--- src/hw/rtl/iougm_ram.sv ---
// ----------------------------------------------------------------------------
// iougm_ram
// generic single write, single read ram with registered read data
// ----------------------------------------------------------------------------
module iougm_ram #(
    parameter int WIDTH = 8,
    parameter int DEPTH = 64,
    parameter int AW    = (DEPTH > 1) ? $clog2(DEPTH) : 1
) (
    input  logic             i_clk,
    input  logic             i_we,
    input  logic [AW-1:0]    i_waddr,
    input  logic [WIDTH-1:0] i_wdata,
    input  logic [AW-1:0]    i_raddr,
    output logic [WIDTH-1:0] o_rdata
);
    logic [WIDTH-1:0] r_mem [DEPTH];
    logic [WIDTH-1:0] r_rdata;

    always_ff @(posedge i_clk) begin
        if (i_we) begin
            r_mem[i_waddr] <= i_wdata;
        end
        r_rdata <= r_mem[i_raddr];
    end

    assign o_rdata = r_rdata;
endmodule

--- config.mk ---
export PLATFORM = sky130hd
export DESIGN_NAME = iougm_ram
export DESIGN_NICKNAME = d
export VERILOG_FILES = /design/src/hw/rtl/iougm_ram.sv
export SDC_FILE = /design/constraint.sdc
export NUM_CORES = 1
export LEC_CHECK = 0
export ABC_AREA = 1
export BUFFER_PORTS_ARGS = -buffer_cell sky130_fd_sc_hd__clkbuf_2
export CORE_MARGIN = 2
export CORE_UTILIZATION = 60
export CTS_BUF_LIST = sky130_fd_sc_hd__clkbuf_4 sky130_fd_sc_hd__clkbuf_8
export CTS_CLUSTER_DIAMETER = 40
export DETAILED_ROUTE_END_ITERATION = 10
export PLACE_DENSITY = 0.78
export SYNTH_ARGS = -nofsm -noshare
export SYNTH_HDL_FRONTEND = slang
export SYNTH_SLANG_ARGS = --single-unit
--- constraint.sdc ---
create_clock -name i_clk -period 5.65 [get_ports i_clk]
set_input_delay 0.2825 -clock i_clk [delete_from_list [all_inputs] [get_ports i_clk]]
set_output_delay 0.2825 -clock i_clk [all_outputs]
set_load 0.05 [all_outputs]
After elaboration in Yosys (flattened, before gate mapping)
Memories as Yosys holds them, arrays and structs flattened. A register that Yosys moved wholly into a read port is not among the register bits.
Cells that the tools add are included.
{"block": "word_totals", "reg_bits": 0, "mem_count": 1, "ramBits": 512, "mem_bits_ro": 0, "latch_bits": 0}
{"name": "r_mem", "words": 64, "word_bits": 8, "read_ports": 1, "rd_ports_with_merged_regs": 1, "wr": 1, "line": "17", "rtl": "logic [WIDTH-1:0] r_mem [DEPTH];"}
{"block": "op_classes", "n_mul": 0, "div_mod_pow": 0, "reduce_logical": 0, "order_cmp": 0, "addsub": 0, "n_eq_ne": 0, "n_mux": 2, "shift": 0, "n_bitwise": 0}
{"op": "two-way mux 1 bit", "n": 2}

Longest topological paths before layout
{"block": "depth", "depth_word": 2, "ltp_mapped": 12, "ltp_nobuf": 9}

Worst setup path after synthesis
No wires, ideal clock.
{"block": "synth_timing", "path_kind": "input to register", "startpoint": "input i_we", "endpoint": "memory r_mem[48][0] (enable)", "t_arrival_ns": 1.654, "required_time_ns": 5.255, "cell_stages": 3, "n_path_buf": 1, "setup_time_ns": 0.395, "path_slack_ns": 3.601, "cell_sequence": "clkbuf_1 > nand4_1 > nor4_1"}
{"block": "synth_between", "elab_chain_cells": 2}
{"item": "start: declaration", "line": "11", "rtl": "input logic i_we,"}
{"item": "two-way mux 1 bit", "line": "21", "rtl": "if (i_we) begin"}
{"item": "two-way mux 1 bit (not written as such)", "line": "22", "rtl": "r_mem[i_waddr] <= i_wdata;"}
{"item": "end: declaration", "line": "17"}
Every way passes these cells.

==> metrics <==
Total Power Consumption=0.00794 W; Die Width=193 um; Flop pwr share=54.0%; Hold Vio Cnt, Final=0; kind of critical path=primary input to register; fin nets=1853; first-iteration detailed-routing DRC count=1849; post-cts hold buffer count=0; Total GRT Usage=27.6%; Worst Path Required=6.23 ns; Worst-Margin Slew=1.39 ns; H-tree Lvls=3; Syn Area/Cell=11.8 um^2; CP Max Fanout=130; Initial Util=60.4%; largest net degree at the start of global routing=131; initial antenna violation count=0; Mapped Nets=1827; Min-Delay Startpoint=i_raddr[5]; Avg WL per Cell=21.2 um; Buffers on Ports=29; via count=14.1k; Logic pwr share=6.2%; die area=37100 um^2; WHS Path Cells=3; Final HPWL DP=27.5 mm; Int Power=0.00609 W; drt pass-1 iters=5; max_cap viols=0; Netlist Area Pre-Place=21300 um^2; critical path launch point type=primary input; type of the worst min-delay path=primary input to register; # setup viols final=0; R2R setup slack=4.22 ns; reg-to-reg startpoint=r_mem[59][0]; Final Critical Period=2.58 ns; Seq cells post-synth=520; Seq/Total Area, Yosys=72.8%; P_leak=8.35 nW; Clock Latency Late Sink=0.63 ns; Die Y=193 um; num ports=30; Detailed Route WL=50.0 mm; Worst-path clk slew=0.06 ns; synth warn=0; post-CTS setup buffer count=0; Clock Sinks=520; vias in the first global route=13.8k; Max Freq=387 MHz; top cells by area in the synthesized netlist=edfxtp_1, nand2_1, nand3_1; share of layout cells above drive strength 1=10.2%; Hold EP=o_rdata[2]; Synth Instances=1805; worst vdd ir=0.244 mV; setup TNS=0 ns; max-slew violation count=0; vias per cell=5.99; Final Cycle Share=45.7%; Routed Antenna Nets=0; TritonCTS buffer count=84; area leader, netlist=edfxtp_1; post-cts sizing count=0; outcome=complete, no violations; row count=69; switch share=23.2%; CTS tree=yes; Clock power frac=39.8%; CP endpoint kind=register; reg2reg path depth=8; Clock Tree Buf Depth=3; Crit Reg-Reg Endpoint=o_rdata[0]; Clock Skew=0.0320 ns; number of remaining DRC errors=0; grt total ovfl=0; Power Dens Cells=344 nW/um^2; RSZ-0062 raised after global routing=false; CP arrival=3.16 ns; net switching power=0.00184 W; core area=35300 um^2; CTS Root Cell=clkbuf_8; Diodes inserted=0; Synth top area share=72.0%; post-synth cell types=16; Placer Congestion=0.864; Rel. slew slack=7.11%; first-pass GRT wire length=76.5 mm; Synth-to-Final Area Change=8.22%
[area by class of cell]
| type | instances | area [um^2] |
|---|---|---|
| well taps | 461 | 577 |
| clock buffers | 126 | 1510 |
| repair buffers | 53 | 334 |
| fillers | 2568 | 12200 |
| clock inverters | 28 | 140 |
| flip-flops and latches | 520 | 15500 |
| multi-input cells | 1160 | 4950 |
| inverters | 12 | 52.6 |
[cell families (layout without fill, tap and decap cells)]
group | count (synthesis) | after routing | share of synthesized area (%)
flops | 520 | 520 | 72.8
simple gates | 1160 | 1160 | 23.2
buf+inv | 125 | 219 | 4.02
[power by group through the flow]
stage / clock (W) / sequential, W / combinational, W
CTS: 0.00318 / 0.00429 / 0.000487
finish: 0.00316 / 0.00429 / 0.000493
global route: 0.00335 / 0.00429 / 0.000536
detailed placement: 0 / 0.00437 / 0.000486
floorplan: 0 / 0.00438 / 0.000300
global placement: 0 / 0.00437 / 0.000473
[metal layers]
metal  vias up  track usage, %  routed length (um)
li1       6415               -                   -
met1      6769            37.1               19300
met2       831            43.7               24000
met3       131            5.47                4870
met4         0            12.9                1760
met5         -               0                   0
[worst max path at each step]
| stage | slack (ns) | to | from |
|---|---|---|---|
| 5_1_grt | 2.86 | o_rdata[4] | i_raddr[0] |
| 3_3_place_gp | 2.51 | o_rdata[4] | i_raddr[0] |
| 6_report | 3.07 | o_rdata[1] | i_raddr[0] |
| 3_5_place_dp | 2.46 | o_rdata[4] | i_raddr[0] |
| 4_1_cts | 3.12 | o_rdata[4] | i_raddr[0] |
| 2_1_floorplan | 3.60 | r_mem[48][0] | i_we |
[placed cells by master, fill, tap and decap left out, drive strengths merged]
cell type	netlist	routed
inv	12	13
clkinvlp	0	6
nand4	9	9
clkbuf	15	153
buf	98	26
nand2	648	648
clkinv	0	21
nor4	8	8
nor2	56	56
edfxtp	512	512
nand3	439	439
dfxtp	8	8
[Yosys cell counts (all sizes together)]
cell / count
nor2: 56
nor4: 8
clkbuf: 15
dfxtp: 8
nand2: 648
nand3: 439
nand4: 9
inv: 12
edfxtp: 512
buf: 98
[worst max-delay path, cell delays in order]
cell and delay, ns:
buf_6 0.34, inv_6 0.84, buf_4 0.68, nand2_1 0.12
nand3_1 0.13, nand3_1 0.09, nand2_1 0.11, nand2_1 0.08
nand3_1 0.21, nand3_1 0.10, nand2_1 0.08
[sequential cells by signal (all words and copies together) (netlist names)]
register and count:
o_rdata 8, r_mem 512
[per-stage QoR]
stage / std cells / instance area [um^2] / worst slack (ns) / utilization, % / hold WS (ns)
2_1_floorplan: 1805 / 21300 / 3.60 / - / 0.381
3_3_place_gp: 2206 / 21400 / 2.51 / 60.7 / 0.665
3_5_place_dp: 2206 / 21400 / 2.46 / 60.7 / 0.678
4_1_cts: 2360 / 23100 / 3.12 / 65.4 / 0.00466
5_1_grt: 2360 / 23100 / 2.86 / 65.4 / 0.0485
6_report: 2360 / 23100 / 3.07 / 65.4 / 0.0388
No activity file was read; power rests on OpenSTA's default activity.
