--- src/hw/rtl/iougm_mul.sv ---
// ----------------------------------------------------------------------------
// iougm_mul
// shift-add multiplier, one multiplier bit per cycle, stops early
// ----------------------------------------------------------------------------
module iougm_mul #(
    parameter int MW = 33
) (
    input  logic            i_clk,
    input  logic            i_rst_n,
    input  logic            i_start,
    input  logic [MW-1:0]   i_a,
    input  logic [MW-1:0]   i_b,
    output logic            o_done,
    output logic [2*MW-1:0] o_prod
);
    logic            r_busy;
    logic            r_done;
    logic [2*MW-1:0] r_acc;
    logic [2*MW-1:0] r_a;
    logic [MW-1:0]   r_b;

    always_ff @(posedge i_clk) begin
        if (!i_rst_n) begin
            r_busy <= 1'b0;
            r_done <= 1'b0;
        end else begin
            r_done <= 1'b0;
            if (i_start) begin
                r_busy <= 1'b1;
            end else if (r_busy && (r_b == '0)) begin
                r_busy <= 1'b0;
                r_done <= 1'b1;
            end
        end
    end

    always_ff @(posedge i_clk) begin
        if (i_start) begin
            r_acc <= '0;
            r_a   <= {{MW{1'b0}}, i_a};
            r_b   <= i_b;
        end else if (r_busy && (r_b != '0)) begin
            if (r_b[0]) begin
                r_acc <= r_acc + r_a;
            end
            r_a <= r_a << 1;
            r_b <= r_b >> 1;
        end
    end

    assign o_done = r_done;
    assign o_prod = r_acc;
endmodule

--- config.mk ---
export PLATFORM = sky130hd
export DESIGN_NAME = iougm_mul
export DESIGN_NICKNAME = d
export VERILOG_FILES = /design/src/hw/rtl/iougm_mul.sv
export SDC_FILE = /design/constraint.sdc
export NUM_CORES = 1
export LEC_CHECK = 0
export ABC_AREA = 0
export BUFFER_PORTS_ARGS = -buffer_cell sky130_fd_sc_hd__clkbuf_2
export CORE_MARGIN = 2
export CORE_UTILIZATION = 59
export CTS_CLUSTER_DIAMETER = 40
export DETAILED_ROUTE_END_ITERATION = 7
export GPL_ROUTABILITY_DRIVEN = 1
export PLACE_DENSITY = 0.81
export SETUP_SLACK_MARGIN = 0.2
export SYNTH_ARGS = -nofsm -noshare
export SYNTH_HDL_FRONTEND = slang
export SYNTH_SLANG_ARGS = --single-unit
export TNS_END_PERCENT = 5
--- constraint.sdc ---
create_clock -name i_clk -period 3.9 [get_ports i_clk]
set_input_delay 0.39 -clock i_clk [delete_from_list [all_inputs] [get_ports i_clk]]
set_output_delay 0.39 -clock i_clk [all_outputs]
set_load 0.02 [all_outputs]
Yosys cells after proc, flatten, opt, wreduce, memory -nomap -nowiden
Cells that the tools add are included.
- register bits: 167
- input port bits: 69
- output and inout bits: 67
- logic and storage cells: 23
- $add $sub $neg: 1
- muxes and demuxes: 7
- bitwise logic cells: 1
- reductions and logical operators: 8
- operators with widths (operator ; count):
    2-to-1 mux 33 bit ; 4
    adder 66 bit ; 1
    zero test 33 bit ; 1
    nonzero test 33 bit ; 1
    nonzero test 2 bit ; 2
    2-to-1 mux 1 bit ; 3
    logical AND 1 bit ; 2
    AND reduction 2 bit ; 1
    OR reduction 2 bit ; 1
    NOT 1 bit ; 1

Depth between registers and ports, before layout
Gate-level depths: netlist (run 1).
- depth after elaboration: 4
- gate-level depth with buffers: 13
- mapped depth without buffers: 13

Worst setup path before layout (run 1)
No wires, ideal clock.
- kind: reg-to-reg
- start point: register r_b[30]
- end point: register r_busy
- library setup time: 0.128 ns
- arrival time: 3.082 ns
- data required time: 3.772 ns
- setup slack: 0.690 ns
- stages on the path, launching flop included: 8
- path buffers: 1
- clock period less this slack: 3.210 ns
- cell sequence: edfxtp_1 > nor4_1 > nand4_1 > nor3_1 > nand2b_1 > clkbuf_1 > nand2_1 > and2_1
- longest elaborated chain between the ends: 3
- ends and longest elaborated chain (what ; line ; RTL):
    start: declaration ; 20 ; logic [MW-1:0] r_b;
    start signal: assignment ; 41 ; r_b <= i_b;
    start signal: assignment ; 47 ; r_b <= r_b >> 1;
    zero test 33 bit ; 30 ; end else if (r_busy && (r_b == '0)) begin
    logical AND 1 bit ; 30 ;
    nonzero test 2 bit (no source line) ; -- ;
    end signal: assignment ; 24 ; r_busy <= 1'b0;
    end signal: assignment ; 29 ; r_busy <= 1'b1;
    end signal: assignment ; 31 ; r_busy <= 1'b0;
    end: declaration ; 16 ; logic r_busy;
Every way passes these cells.
A chain may end at the register's enable or synchronous reset.

Final worst setup path (run 1)
- start point: register r_a[0]
- end point: register r_acc[40] (netlist: o_prod[40])
- longest elaborated chain between the ends: 1
- ends and longest elaborated chain (what ; line ; RTL):
    start: declaration ; 19 ; logic [2*MW-1:0] r_a;
    start signal: assignment ; 40 ; r_a <= {{MW{1'b0}}, i_a};
    start signal: assignment ; 46 ; r_a <= r_a << 1;
    adder 66 bit ; 44 ; r_acc <= r_acc + r_a;
    end signal: assignment ; 44 ;
    end: declaration ; 18 ; logic [2*MW-1:0] r_acc;
Every way passes these cells.

==> reports/metrics.yaml, run 1 <==
status: "completed"
yosys-top-cells-area: "dfxtp_1 19%, edfxtp_1 19%, ha_1 7.8%"
async_flop_share: 0
yosysWarnings: 0
hp-start: "i_rst_n"
cts_tree: "built"
dr.pass1.iters: 8
vias: 9225
grt_max_degree: 164
ff2ff_setup_slack_ns: 0.43
initial_core_util: 0.6047
wirelength_mm: 25.90
synth.avg_cell_area_um2: 8.970
cts_buffers: 17
synthTopCellsByCount: "144 x nand2_1, 117 x a21oi_1, 101 x dfxtp_1"
ios: 136
ff_latch_area_um2: 4004
synth-seq-cells: 167
drc: 0
synthesis.area_um2: 10460
num_rows: 48
multi_input_area_um2: 6111
cp-start-kind: "register"
crit_fanout: 4
crit_family: "compound AO/OA/AOI/OAI gates"
setup_violations: 0
synth_top_cell_area_share: 0.1933
antenna_found_initial: 0
synth_edf_count: 66
cp.required_ns: 4.24
grt_pass1_wl_mm: 41.98
rr_startpoint: "r_a[0]"
rr_worst_depth: 13
fin_tns_setup_ns: 0
post_drt_wl_per_cell_um: 17.30
critical-path-max-stage-delay_ns: 0.40
cp-end-kind: "register"
yosysTopAreaCell: "dfxtp_1"
syn_inst: 1166
slew_viol_final: 0
clock_path_buffers: 2
critPathBufInv: 1
postCtsSetupRepairBufs: 0
fin_nets: 1394
finish.utilization: 0.6855
dieHeight_um: 137.1
fillers: 1382
yosysMostFrequentCell: "nand2_1"
ant_nets: 0
die_w_um: 137.1
worst_pin_slew_ns: 0.8755
cts.clk_slew.worst_paths_ns: 0.08
min_period_over_period: 0.8907
relSlewSlack: 0.4163
diodes: 0
gp_congestion: 0.9301
portBuffers: 135
slowest_stage: "o311a_1"
synth-main-ff-cell: "dfxtp_1"
viasPerCell: 6.162
grt_pass1_vias: 8743
design.core.area_um2: 17300
cp_data_arrival_time_ns: 3.81
drt-initial-drc-count: 727
critPathKind: "register to register"
syn-num-nets: 1301
root_buffer: "clkbuf_16"
rsz0062_at_grt: "no"
p_leak_uw: 0.005207
htree_levels: 4
min_period_ns: 3.474
ys_seq_area_frac: 0.3828
layout-drive-gt1-share: 0.2028
whs_ns: 0.1696
hold_buffers: 0
crit_chain: "ha_1, inv_1, fa_1, nor2b_1, o31a_1, o21a_1, a41oi_2, o21ai_2, nand3_1, o311a_1, o21ai_1, mux2_1, a31o_1"
hold_viol: 0
clock_skew_ns: 0.01735
ir_drop_v: 0.0003790
synthDistinctLibCells: 71
clock_sinks: 167
fmax_mhz: 287.9
die_area_um2: 18810
globalRouteOverflowTotal: 0
rr_endpoint: "o_prod[40]"
cap_violations: 0
power.density_nw_per_um2: 387.0
area_delta_synth_final_pct: 13.37
grtUsageTotal: 0.2765
clock_latency_ns: 0.45
min_path_type: "primary input to register"
dp_hpwl_mm: 17.99
worst_hold_path.endpoint: "r_busy"
hold_path_depth: 2
worst max-delay path by stage:
stage          cells past startpoint         end  slack (ns)       from
6_report                          13  o_prod[40]        0.43     r_a[0]
5_1_grt                           13  o_prod[40]        0.23  o_prod[0]
4_1_cts                           13  o_prod[40]        0.39  o_prod[0]
3_5_place_dp                      13  o_prod[40]        0.48  o_prod[0]
3_3_place_gp                      13  o_prod[58]        0.60  o_prod[0]
2_1_floorplan                      7      r_busy        0.69    r_b[30]
flip-flops by register name, indices dropped and copies added (netlist names):
register and flops:
o_done 1, r_busy 1, o_prod 66, r_a 66, r_b 33
layout by cell type, fill, tap and decap left out, types with 12 or more instances in the layout:
master | synthesis | final
nand2_1 | 144 | 143
clkbuf_2 | 0 | 134
a21oi_1 | 117 | 117
dfxtp_1 | 101 | 101
nor2_1 | 85 | 84
edfxtp_1 | 66 | 66
ha_1 | 65 | 65
mux2_2 | 63 | 63
nand3_1 | 49 | 49
o21ai_0 | 44 | 44
mux2i_1 | 36 | 36
a21o_1 | 35 | 35
xnor2_1 | 28 | 28
inv_1 | 22 | 22
nand4_1 | 21 | 21
nor3_1 | 21 | 21
clkbuf_16 | 0 | 17
o21bai_1 | 16 | 16
xor2_1 | 16 | 16
and2_1 | 15 | 15
nor4_1 | 13 | 13
and3_1 | 12 | 12
routing by layer:
layer | global-route usage | vias up | share of wire
li1 | - | 4484 | -
met1 | 0.3702 | 4328 | 0.45
met2 | 0.4544 | 341 | 0.47
met3 | 0.04963 | 72 | 0.061
met4 | 0.08648 | 0 | 0.023
met5 | 0 | - | 0
per-stage QoR:
stage,worst slack [ns],power [uW],instance area [um^2],std cells
2_1_floorplan,0.6902,2615,10460,1166
3_3_place_gp,0.5956,2804,11230,1465
3_5_place_dp,0.4834,2819,11230,1465
4_1_cts,0.3932,4589,11850,1497
5_1_grt,0.2341,4751,11860,1497
6_report,0.4263,4589,11860,1497
report_power, final:
part	internal [uW]	total, uW	switching, uW
combinational	314	789	475
sequential	1940	2010	72.0
clock	931	1790	856
total	3190	4590	1400
cell type report:
class                      count  area share
inverter                      22    0.006964
sequential                   167      0.3377
clock buffer                  17     0.03588
multi-input combinational    907      0.5154
timing repair buffer         144     0.06394
clock inverter                15     0.01646
tap                          225     0.02374
logic make-up after synthesis:
| logic type | count (synthesis) | synth area share |
|---|---|---|
| flops | 167 | 0.3828 |
| mux | 100 | 0.1034 |
| buf+inv | 92 | 0.03445 |
| compound gates | 300 | 0.1852 |
| xor+xnor | 44 | 0.03685 |
| fa+ha+maj | 66 | 0.07967 |
| simple gates | 397 | 0.1777 |
repair_timing:
action / in CTS / in global routing
hold endpoints to repair: 0 / 0
endpoints found under the setup margin: 0 / 3
gates resized for setup: 0 / 1
No activity file was read; power rests on OpenSTA's default activity.
==> run 2: changes to the inputs <==
--- a/config.mk
+++ b/config.mk
@@ -7,12 +7,15 @@
 export LEC_CHECK = 0
 export ABC_AREA = 0
 export BUFFER_PORTS_ARGS = -buffer_cell sky130_fd_sc_hd__clkbuf_2
+export CELL_PAD_IN_SITES_DETAIL_PLACEMENT = 0
+export CELL_PAD_IN_SITES_GLOBAL_PLACEMENT = 1
 export CORE_MARGIN = 2
-export CORE_UTILIZATION = 59
+export CORE_UTILIZATION = 45
 export CTS_CLUSTER_DIAMETER = 40
 export DETAILED_ROUTE_END_ITERATION = 7
 export GPL_ROUTABILITY_DRIVEN = 1
-export PLACE_DENSITY = 0.81
+export HOLD_SLACK_MARGIN = 0.12
+export PLACE_DENSITY_LB_ADDON = 0.1
 export SETUP_SLACK_MARGIN = 0.2
 export SYNTH_ARGS = -nofsm -noshare
 export SYNTH_HDL_FRONTEND = slang
==> run 2 against run 1 <==
  * Total power increased by 0.12%
  * First-iteration DRC count fell by 33%
  * Hold slack worse by 0.0026 ns
  * Sequential power hardly changed
  * Final cell count grew 4.1%
  * Sequential share of layout area shrank 0.26 points
  * Fmax is 0.62% higher
  * Critical endpoint is now o_prod[64]
  * Largest cell class unchanged
==> reports/metrics.yaml, run 2 (synthesis gave the netlist of run 1 again) <==
grt_pass1_wl_mm: 45.02
min_period_ns: 3.452
power_frac_clock: 0.389
hp-start: "i_rst_n"
m1WireLength_mm: 13.44
cp-end-kind: "register"
layout_setup_ws_ns: 0.4479
relSlewSlack: 0.4139
clock_path_buffers: 2
cts.clk_slew.worst_paths_ns: 0.08
die_w_um: 156.5
p_comb_frac: 0.173
clock_skew_ns: 0.02382
globalRouteOverflowTotal: 0
grt_pass1_vias: 8629
grtUsageTotal: 0.2295
critical-path-max-stage-delay_ns: 0.42
hold_path_depth: 2
dr.pass1.iters: 5
ff2ff_setup_slack_ns: 0.45
power.density_nw_per_um2: 384.6
htree_levels: 4
grt_max_degree: 70
diodes: 0
fmax_mhz: 289.7
post_drt_wl_per_cell_um: 17.81
setup_violations: 0
final_cell_mix: "143 x nand2_1, 134 x clkbuf_2, 116 x a21oi_1, 101 x dfxtp_1, 84 x nor2_1"
antenna_found_initial: 0
ant_nets: 0
slowest_stage: "or4_1"
fillers: 2190
area_delta_synth_final_pct: 14.25
dieHeight_um: 156.5
vias: 8969
cts_buffers: 17
switching_power_uw: 1451
portBuffers: 135
whs_ns: 0.1669
drt-initial-drc-count: 488
worst_pin_slew_ns: 0.8792
wl_met2_mm: 12.86
fin_nets: 1396
gp_congestion: 0.8272
dr_wl_met3_mm: 1.150
drc: 0
cts_tree: "built"
p_leak_uw: 0.005206
layout-drive-gt1-share: 0.2041
hold_viol: 0
design.core.area_um2: 22710
die_area_um2: 24480
num_rows: 55
p_int_uw: 3144
min_path_type: "primary input to register"
rr_startpoint: "o_prod[0]"
wirelength_mm: 27.76
root_buffer: "clkbuf_16"
fin_tns_setup_ns: 0
viasPerCell: 5.753
crit_chain: "ha_1, inv_1, fa_1, nor2b_1, o31a_1, o21a_1, a41oi_2, o21ai_1, a21oi_1, o21ai_0, a31oi_1, or4_1, nand3_1"
seq_power_share: 0.438
rsz0062_at_grt: "yes"
cap_violations: 0
ios: 136
slew_viol_final: 0
min_period_over_period: 0.8852
clock_sinks: 167
clock_latency_ns: 0.45
routed.top_layer: "met4"
p_sw_frac: 0.3157
dp_hpwl_mm: 20.43
cp.required_ns: 4.29
ir_drop_v: 0.0002471
cp_data_arrival_time_ns: 3.84
status: "completed"
final_common_cell: "nand2_1"
cp-start-kind: "register"
critPathKind: "register to register"
rr_worst_depth: 13
worst_hold_path.endpoint: "r_busy"
rr_endpoint: "o_prod[64]"
postCtsSetupRepairBufs: 0
crit_fanout: 4
initial_core_util: 0.4606
place_ws_ns: 0.4030
[run 2: cell types whose count changed in the layout (fill, tap and decap cells not counted), moves of 2 or more]
cell      delta
buf_4        +2
inv_12       +3
inv_8        -2
inv_6        -2
clkinv_8     +2
[run 2: power groups by stage]
stage	clock, uW	sequential, uW	combinational [uW]
finish	1790	2010	793
global route	1890	2030	881
detailed placement	0	2050	789
floorplan	0	2070	549
global placement	0	2050	789
CTS	1830	2020	795
[run 2: timing repair]
item	4_1_cts	5_1_grt
endpoints found under the setup margin	0	4
hold buffers	0	0
resized for setup	0	1
[run 2: worst max-delay path by stage]
stage | start | endpoint | slack (ns) | cells after the start
after floorplan | r_b[30] | r_busy | 0.69 | 7
after global placement | o_prod[0] | o_prod[58] | 0.48 | 13
after detailed placement | o_prod[0] | o_prod[58] | 0.40 | 13
after CTS | o_prod[0] | o_prod[58] | 0.38 | 13
after global routing | o_prod[0] | o_prod[64] | 0.16 | 13
final | o_prod[0] | o_prod[64] | 0.45 | 13
[run 2: worst max-delay path, delay by kind of cell, from the launching register on]
kind            cells  cell delay (ns)
fa+ha+maj           2             0.54
buf+inv             1             0.05
compound gates      7             1.76
flops               1             0.36
simple gates        3             0.69
[run 2: layer usage]
metal / global-route usage / vias up
li1: - / 4482
met1: 0.3162 / 4270
met2: 0.3763 / 196
met3: 0.04348 / 21
met4: 0.04806 / 0
met5: 0 / -
[run 2: area by class of cell]
cell class,instances,area (um^2),area share
clock buffers,17,425.4,0.03560
repair buffers,146,764.5,0.06398
flip-flops and latches,167,4004,0.3351
clock inverters,15,205.2,0.01717
inverters,22,82.58,0.006911
well taps,285,356.6,0.02984
multi-input cells,907,6111,0.5114
[run 2: metrics by stage]
stage	utilization	cell area (um^2)	std cells	total power (uW)
6_report	0.5262	11950	1559	4595
3_5_place_dp	0.4982	11310	1527	2844
5_1_grt	0.5262	11950	1559	4803
2_1_floorplan	-	10460	1166	2615
4_1_cts	0.5260	11950	1559	4642
3_3_place_gp	0.4982	11310	1527	2840
